<file path="src/sv/depthwise_causal_conv1d_unit_assert.svh">
// Assertion macros for the depthwise causal convolution RTL.
// Depends on nothing; included by depthwise_causal_conv1d_unit, the one module with assertions.
`ifndef DEPTHWISE_CAUSAL_CONV1D_UNIT_ASSERT_SVH
`define DEPTHWISE_CAUSAL_CONV1D_UNIT_ASSERT_SVH

// Same-cycle implication, disabled while reset is held.
`define DCC_ASSERT_IMM(label, clk, rst_n, ante, cons, msg) \
    label: assert property (@(posedge clk) disable iff (!rst_n) (ante) |-> (cons)) \
        else $error(msg);

// Next-cycle implication, disabled while reset is held.
`define DCC_ASSERT_NXT(label, clk, rst_n, ante, cons, msg) \
    label: assert property (@(posedge clk) disable iff (!rst_n) (ante) |=> (cons)) \
        else $error(msg);

`endif

</file>
<file path="src/sv/dcc_pkg.sv">
// Shared types and constants for the depthwise causal convolution unit.
// Depends on nothing; used by dcc_tap_cell and depthwise_causal_conv1d_unit.
`default_nettype none

package dcc_pkg;

    // Default sizes and the largest tap count the accumulator is sized for.
    localparam int NUM_CHANNELS_DEF = 64;
    localparam int MAX_TAPS_DEF     = 4;
    localparam int MAX_TAPS_LIMIT   = 16;

    // Field widths.
    localparam int SAMPLE_W = 16;
    localparam int CH_W     = 6;
    localparam int TAP_W    = 2;
    localparam int REQ_W    = 2;
    localparam int PROD_W   = 2 * SAMPLE_W;
    localparam int OUT_W    = 32;
    localparam int FRAC_W   = 12;

    // Bias term plus up to MAX_TAPS_LIMIT products, each of magnitude at most 2^30.
    localparam int ACC_W = OUT_W + $clog2(MAX_TAPS_LIMIT + 1);

    // Configuration port.
    localparam int APB_DW  = 32;
    localparam int PADDR_W = 4;
    localparam int CIU_W   = 7;
    localparam int TIU_W   = 3;

    localparam logic [1:0] REG_CHANNELS = 2'd0;
    localparam logic [1:0] REG_TAPS     = 2'd1;
    localparam logic [1:0] REG_TAIL     = 2'd2;

    localparam logic [CIU_W-1:0] CIU_RESET = 7'd64;
    localparam logic [TIU_W-1:0] TIU_RESET = 3'd4;

    // Request kinds.
    localparam logic [REQ_W-1:0] REQ_WEIGHT  = 2'd0;
    localparam logic [REQ_W-1:0] REQ_BIAS    = 2'd1;
    localparam logic [REQ_W-1:0] REQ_HISTORY = 2'd2;
    localparam logic [REQ_W-1:0] REQ_SAMPLE  = 2'd3;

    // Partial sum travelling along the row of cells with its sideband.
    typedef struct packed {
        logic              valid;
        logic [CH_W-1:0]   channel;
        logic [ACC_W-1:0]  psum;
    } t_link;

    // Per-cell control for the item leaving the first stage.
    typedef struct packed {
        logic w_we;
        logic h_we;
        logic h_zero;
        logic active;
    } t_cell_ctl;

endpackage

`default_nettype wire

</file>
<file path="src/sv/dcc_tap_cell.sv">
// One tap of the depthwise causal filter: weight and history stores, multiplier,
// product delay and partial-sum stage. Depends on dcc_pkg.
`default_nettype none

module dcc_tap_cell #(
    parameter int NUM_CHANNELS = dcc_pkg::NUM_CHANNELS_DEF,
    parameter int MAX_TAPS     = dcc_pkg::MAX_TAPS_DEF,
    parameter int IDX          = 0,
    localparam int CH_AW       = (NUM_CHANNELS > 1) ? $clog2(NUM_CHANNELS) : 1
) (
    input  wire logic                                i_clk,
    input  wire logic                                i_rst_n,
    input  wire logic                                i_adv,
    input  wire logic [CH_AW-1:0]                    i_rd_addr,
    input  wire logic [CH_AW-1:0]                    i_s1_addr,
    input  wire dcc_pkg::t_cell_ctl                  i_ctl,
    input  wire logic signed [dcc_pkg::SAMPLE_W-1:0] i_w_wdata,
    input  wire logic [CH_AW-1:0]                    i_h_waddr,
    input  wire logic signed [dcc_pkg::SAMPLE_W-1:0] i_h_wdata,
    input  wire logic signed [dcc_pkg::SAMPLE_W-1:0] i_x,
    output logic signed [dcc_pkg::SAMPLE_W-1:0]      o_hist,
    input  wire dcc_pkg::t_link                      i_link,
    output dcc_pkg::t_link                           o_link
);

    localparam bit HAS_HIST = (IDX < MAX_TAPS - 1);

    // Weight store for this tap, with a one-entry bypass for the write that
    // lands on the same edge as a read.
    logic signed [dcc_pkg::SAMPLE_W-1:0] r_wmem [NUM_CHANNELS];
    logic signed [dcc_pkg::SAMPLE_W-1:0] r_w_rd;
    logic                                r_wbyp_v;
    logic [CH_AW-1:0]                    r_wbyp_addr;
    logic signed [dcc_pkg::SAMPLE_W-1:0] r_wbyp_data;
    logic signed [dcc_pkg::SAMPLE_W-1:0] w_eff;

    logic signed [dcc_pkg::SAMPLE_W-1:0] r_x;
    logic signed [dcc_pkg::SAMPLE_W-1:0] r_w;
    logic signed [dcc_pkg::PROD_W-1:0]   r_prod;
    logic signed [dcc_pkg::PROD_W-1:0]   prod_d;

    logic                                r_lk_valid;
    logic [dcc_pkg::CH_W-1:0]            r_lk_ch;
    logic [dcc_pkg::ACC_W-1:0]           r_lk_psum;

    always_ff @(posedge i_clk) begin
        if (i_ctl.w_we) begin
            r_wmem[i_s1_addr] <= i_w_wdata;
        end
        if (i_adv) begin
            r_w_rd <= r_wmem[i_rd_addr];
        end
    end

    always_ff @(posedge i_clk) begin
        if (!i_rst_n) begin
            r_wbyp_v <= 1'b0;
        end else if (i_ctl.w_we) begin
            r_wbyp_v <= 1'b1;
        end
    end

    always_ff @(posedge i_clk) begin
        if (i_ctl.w_we) begin
            r_wbyp_addr <= i_s1_addr;
            r_wbyp_data <= i_w_wdata;
        end
    end

    assign w_eff = (r_wbyp_v && (r_wbyp_addr == i_s1_addr)) ? r_wbyp_data : r_w_rd;

    // History slot IDX, i.e. the sample IDX+1 steps back.
    if (HAS_HIST) begin : g_hist
        logic signed [dcc_pkg::SAMPLE_W-1:0] r_hmem [NUM_CHANNELS];
        logic signed [dcc_pkg::SAMPLE_W-1:0] r_h_rd;
        logic                                r_hbyp_v;
        logic [CH_AW-1:0]                    r_hbyp_addr;
        logic signed [dcc_pkg::SAMPLE_W-1:0] r_hbyp_data;

        always_ff @(posedge i_clk) begin
            if (i_ctl.h_we) begin
                r_hmem[i_h_waddr] <= i_h_wdata;
            end
            if (i_adv) begin
                r_h_rd <= r_hmem[i_rd_addr];
            end
        end

        always_ff @(posedge i_clk) begin
            if (!i_rst_n) begin
                r_hbyp_v <= 1'b0;
            end else if (i_ctl.h_we) begin
                r_hbyp_v <= 1'b1;
            end
        end

        always_ff @(posedge i_clk) begin
            if (i_ctl.h_we) begin
                r_hbyp_addr <= i_h_waddr;
                r_hbyp_data <= i_h_wdata;
            end
        end

        always_comb begin
            if (i_ctl.h_zero) begin
                o_hist = '0;
            end else if (r_hbyp_v && (r_hbyp_addr == i_s1_addr)) begin
                o_hist = r_hbyp_data;
            end else begin
                o_hist = r_h_rd;
            end
        end
    end else begin : g_no_hist
        assign o_hist = '0;
    end

    // Operand and product stages.
    always_ff @(posedge i_clk) begin
        if (i_adv) begin
            r_x    <= i_x;
            r_w    <= i_ctl.active ? w_eff : '0;
            r_prod <= r_x * r_w;
        end
    end

    // Delay the product so it meets the partial sum arriving from the left.
    if (IDX == 0) begin : g_no_dly
        assign prod_d = r_prod;
    end else begin : g_dly
        logic signed [dcc_pkg::PROD_W-1:0] r_dly [IDX];

        always_ff @(posedge i_clk) begin
            if (i_adv) begin
                r_dly[0] <= r_prod;
                for (int i = 1; i < IDX; i++) begin
                    r_dly[i] <= r_dly[i-1];
                end
            end
        end

        assign prod_d = r_dly[IDX-1];
    end

    always_ff @(posedge i_clk) begin
        if (!i_rst_n) begin
            r_lk_valid <= 1'b0;
        end else if (i_adv) begin
            r_lk_valid <= i_link.valid;
        end
    end

    always_ff @(posedge i_clk) begin
        if (i_adv) begin
            r_lk_ch   <= i_link.channel;
            r_lk_psum <= i_link.psum
                       + {{(dcc_pkg::ACC_W - dcc_pkg::PROD_W){prod_d[dcc_pkg::PROD_W-1]}},
                          prod_d};
        end
    end

    assign o_link = '{valid: r_lk_valid, channel: r_lk_ch, psum: r_lk_psum};

endmodule

`default_nettype wire

</file>
<file path="config.mk">
export PLATFORM = sky130hd
export DESIGN_NAME = dcc_tap_cell
export DESIGN_NICKNAME = d
export VERILOG_FILES = /design/src/sv/depthwise_causal_conv1d_unit_assert.svh /design/src/sv/dcc_pkg.sv /design/src/sv/dcc_tap_cell.sv
export SDC_FILE = /design/constraint.sdc
export NUM_CORES = 2
export LEC_CHECK = 0
export BUFFER_PORTS_ARGS = -buffer_cell sky130_fd_sc_hd__buf_4
export CORE_MARGIN = 2
export CORE_UTILIZATION = 45
export CTS_CLUSTER_DIAMETER = 30
export DETAILED_ROUTE_END_ITERATION = 8
export PLACE_DENSITY = 0.62
export SLEW_MARGIN = 30
export SYNTH_ARGS = -nofsm -noshare
export SYNTH_HDL_FRONTEND = slang
export SYNTH_SLANG_ARGS = --single-unit
export TNS_END_PERCENT = 20
</file>
<file path="constraint.sdc">
create_clock -name i_clk -period 8.5 [get_ports i_clk]
set_input_delay 0 -clock i_clk [delete_from_list [all_inputs] [get_ports i_clk]]
set_output_delay 0 -clock i_clk [all_outputs]
set_load 0.01 [all_outputs]
</file>
==> results.md <==
- The share of post-route cells with drive strength above 1 is 0.296.
- The total wire length after detailed routing is 235 mm.
- Across the run, the number of max-cap violations was 0.
- The total setup violations reported at the end of the flow is 0.
- The area overhead of the layout relative to synthesis is 22.4%.
- In the final design database the tool counted just under 6k nets.
- The tightest hold margin is approximately 0.044 ns.
- The worst register-to-register path ends at prod_d[30].
- The number of max-slew violations in the final report is 0.
- The cell count after synthesis is ~4.7k.
- For the worst setup path, the data required time is a little over 9 ns.
- Counting instances, the worst hold path has a depth of 2.
- The number of global-route vias before repair is ~50k.
- Measured along the x axis, the die boundary spans about 470 um.
- The via count is 48.3k.
- The depth of the most critical reg-to-reg path is 22.
- The first global-routing pass estimated roughly 350 mm of wire.
- The count of input and output buffers is between 150 and 200.
- The tree built by TritonCTS fans out to around 2.2k sinks.
- The number of nets in the synthesized netlist is ~5.2k.
- The longest clock path from root to sink contains 4 buffers.
- For this design the ratio of total power to cell area is between 300 and 400 mW/mm^2.
- The maximum ir drop on the vdd rail is 0.675 mV.
- The clock transition at the registers of the reported paths is 0.05 ns.
- The number of failing hold endpoints at the final stage is 0.
- The initial utilization of the core area, before any placement, comes to 0.453.
- Gates resized during post-CTS repair numbered 0.
- The startpoint of the most critical setup path is r_x[7].
- The total overflow reported by the global router is 0.
- The floorplan step defined a die boundary enclosing between 0.2 and 0.25 sq mm.
- The number of synthesized flops with an enable pin is about 2.2k.
- The number of fill cells is 15.9k.
- The first TritonRoute pass finished after 5 iterations.
- The launch instance of the worst min-delay path is i_s1_addr[2].
- Setup repair after global routing left no endpoint under its margin.
- The synthesized area is roughly 0.096 sq mm.
- For this run, the total global-route usage over all layers was measured as 0.218.
- The initialized floorplan defines about 170 standard-cell rows.
- The element type at the critical path end is a flip-flop.
- The multi-input combinational cells in the finished layout cover a total of about 0.027 sq mm.
- The routed wire length per instance is between 20 and 30 um.
- STA classifies the critical path startpoint as a flip-flop.
- The worst-case clock skew is around 0.069 ns.
- The initial antenna violation count is 14.
- The level count of the clock H-tree is 5.
- In this run the worst path has a maximum fanout of 16.
- The total chip power is roughly 40,000 uW.
- The footprint of the flip-flops and latches is roughly 0.067 sq mm.
- For this run, the number of Yosys warnings is 0.
- By startpoint and endpoint, the worst setup path is classified as reg -> reg.
- The sequential area share after synthesis is 0.698.
- The first routing iteration left 4,391 violations.
- The achievable frequency is 149 MHz.
- The I/O pin total is between 150 and 200.
- The slew at the pin closest to its max-slew limit is 0.984 ns.
- In the layout the commonest cells are sky130_fd_sc_hd__edfxtp_1 (2,231), sky130_fd_sc_hd__mux4_2 (666), sky130_fd_sc_hd__clkbuf_16 (439).
- The endpoint arrival time on the critical path is roughly 7.4 ns.
- The total CTS buffers is roughly 430.
- The total area inside the core boundary comes to 0.212 sq mm.
- The startpoint identified for the worst register-to-register timing path is r_x[7].
- CTS placed an instance of sky130_fd_sc_hd__clkbuf_16 at the clock tree root.
- The path with the worst hold slack has its endpoint at r_wbyp_addr[2].
- The portion of the clock cycle consumed by the worst path in the final layout is 0.790.
- In this run, synthesis produced a sequential element count of between 2k and 2.5k.
- Once detail routing completed, the nets flagged for antenna violations numbered 0.
- For this run, the share of the core covered by cells in the final layout is 0.554.
- The floorplan step set the die height to between 400 and 500 um.
- The fraction of registers with async set or reset after synthesis is 0.
- At the later pin of the worst-skew pair, clock insertion delay measures approximately 0.96 ns.
- Routability-driven placement finished with a final weighted congestion of 0.842.
- The count of cell types in the netlist is slightly above 60.
- Entering global routing, the biggest net connects about 130 pins.
- The ratio of routed vias to standard cells is around 5.6.
- TritonCTS built the clock tree.
- The flow ran to the end, and the final reports show no timing, DRC or antenna violations.
- The final-layout setup total negative slack is 0 ns.
- After layout, the minimum clock period comes to roughly 6.7 ns.
- Headroom to the max-slew limit came out at 0.344.
- After detailed routing, the number of remaining DRC violations is 0.
- The path class of the lowest-slack min-delay path is in -> reg.
- For flop-to-flop paths, the worst setup slack is around 1.8 ns.
- The static power due to leakage is approximately 0.04 uW.
- The post-DP HPWL is around 140 mm.
- The most common library cell in the layout ignoring fill and taps is sky130_fd_sc_hd__edfxtp_1.
- A synthesized cell averages just over 20 sq um.
- The most used flip-flop cell after synthesis is sky130_fd_sc_hd__edfxtp_1.
## state kept, by name (all words and copies together), names as in the netlist
name / count
g_hist.r_hbyp_data: 16
g_hist.r_hbyp_addr: 6
r_wmem: 1024
r_w: 16
r_lk_valid: 1
g_hist.r_hbyp_v: 1
r_wbyp_v: 1
r_w_rd: 16
r_wbyp_data: 16
g_hist.r_hmem: 1024
r_x: 16
r_wbyp_addr: 6
r_lk_psum: 37
g_hist.r_h_rd: 16
prod_d: 32
r_lk_ch: 6
## per-layer routing
layer	global-route usage	share of wire	vias to the layer above
met2	0.375	0.52	1704
met4	0.0650	0.026	6
li1	-	-	20295
met5	0	0.00014	-
met3	0.0351	0.057	401
met1	0.287	0.40	25923
## power breakdown
group          switching [uW]  total, uW  leakage, uW  internal, uW
combinational            5660      10200       0.0132          4540
clock                    5480      16500      0.00689         11100
sequential                152      13100       0.0202         12900
## final cells by class
type | count | share of cell area
timing repair buffer | 506 | 0.0377
clock buffer | 480 | 0.0948
sequential | 2234 | 0.570
antenna | 4 | 0.0000852
multi-input combinational | 1950 | 0.231
tap | 2821 | 0.0300
clock inverter | 298 | 0.0268
inverter | 303 | 0.00968
## cells in the mapped netlist (all sizes together), types with 40 or more instances
| library cell | count | area (sq um) |
|---|---|---|
| nor2 | 170 | 638 |
| mux2i | 40 | 400 |
| and2 | 126 | 788 |
| clkbuf | 137 | 514 |
| edfxtp | 2231 | 67000 |
| ha | 118 | 1480 |
| mux4 | 666 | 15000 |
| fa | 263 | 5270 |
| nand2 | 163 | 612 |
| xnor2 | 63 | 552 |
| a21oi | 63 | 319 |
| buf | 71 | 335 |
| inv | 303 | 1140 |
## worst max-delay path by stage
stage / end / slack [ns] / cells past startpoint
after floorplan: prod_d[23] / 2.30 / 19
after detailed placement: prod_d[23] / 1.76 / 19
after global placement: prod_d[23] / 1.82 / 18
after CTS: prod_d[23] / 1.74 / 18
final: prod_d[30] / 1.79 / 22
after global routing: prod_d[30] / 1.42 / 22
## kinds of logic (layout without fill, tap and decap cells)
logic type | after synthesis | after routing | share of synthesized area
other cells | 0 | 4 | 0
flops | 2234 | 2234 | 0.698
compound gates | 190 | 190 | 0.0129
fa+ha+maj | 381 | 381 | 0.0702
buf+inv | 511 | 1587 | 0.0207
mux | 712 | 712 | 0.161
simple gates | 586 | 586 | 0.0295
xor+xnor | 81 | 81 | 0.00739
## critical path: stages (launching register included)
cell and delay (ns):
sky130_fd_sc_hd__edfxtp_1 0.73, sky130_fd_sc_hd__nand2_1 0.16, sky130_fd_sc_hd__fa_1 0.57, sky130_fd_sc_hd__inv_1 0.05
sky130_fd_sc_hd__fa_1 0.49, sky130_fd_sc_hd__inv_1 0.06, sky130_fd_sc_hd__fa_1 0.53, sky130_fd_sc_hd__inv_1 0.05
sky130_fd_sc_hd__fa_1 0.39, sky130_fd_sc_hd__fa_1 0.52, sky130_fd_sc_hd__inv_1 0.05, sky130_fd_sc_hd__fa_1 0.47
sky130_fd_sc_hd__inv_1 0.04, sky130_fd_sc_hd__ha_1 0.34, sky130_fd_sc_hd__a21o_1 0.20, sky130_fd_sc_hd__a31o_2 0.25
sky130_fd_sc_hd__a22oi_1 0.23, sky130_fd_sc_hd__o211ai_1 0.22, sky130_fd_sc_hd__a311o_1 0.42, sky130_fd_sc_hd__a41oi_1 0.29
sky130_fd_sc_hd__nand2_1 0.09, sky130_fd_sc_hd__a21oi_1 0.18, sky130_fd_sc_hd__xnor2_1 0.08
## through the flow
stage	instance area (sq um)	worst slack, ns	instances
floorplan	96000	2.30	4695
detailed placement	101000	1.76	7633
global route	118000	1.42	8594
CTS	117000	1.74	8590
global placement	101000	1.82	7631
finish	118000	1.79	8596
## what timing repair did
item / in CTS / in global routing
hold buffers: 179 / 0
buffers inserted: 0 / 0
hold endpoints to repair: 3379 / 0
No activity file was read; power rests on OpenSTA's default activity.
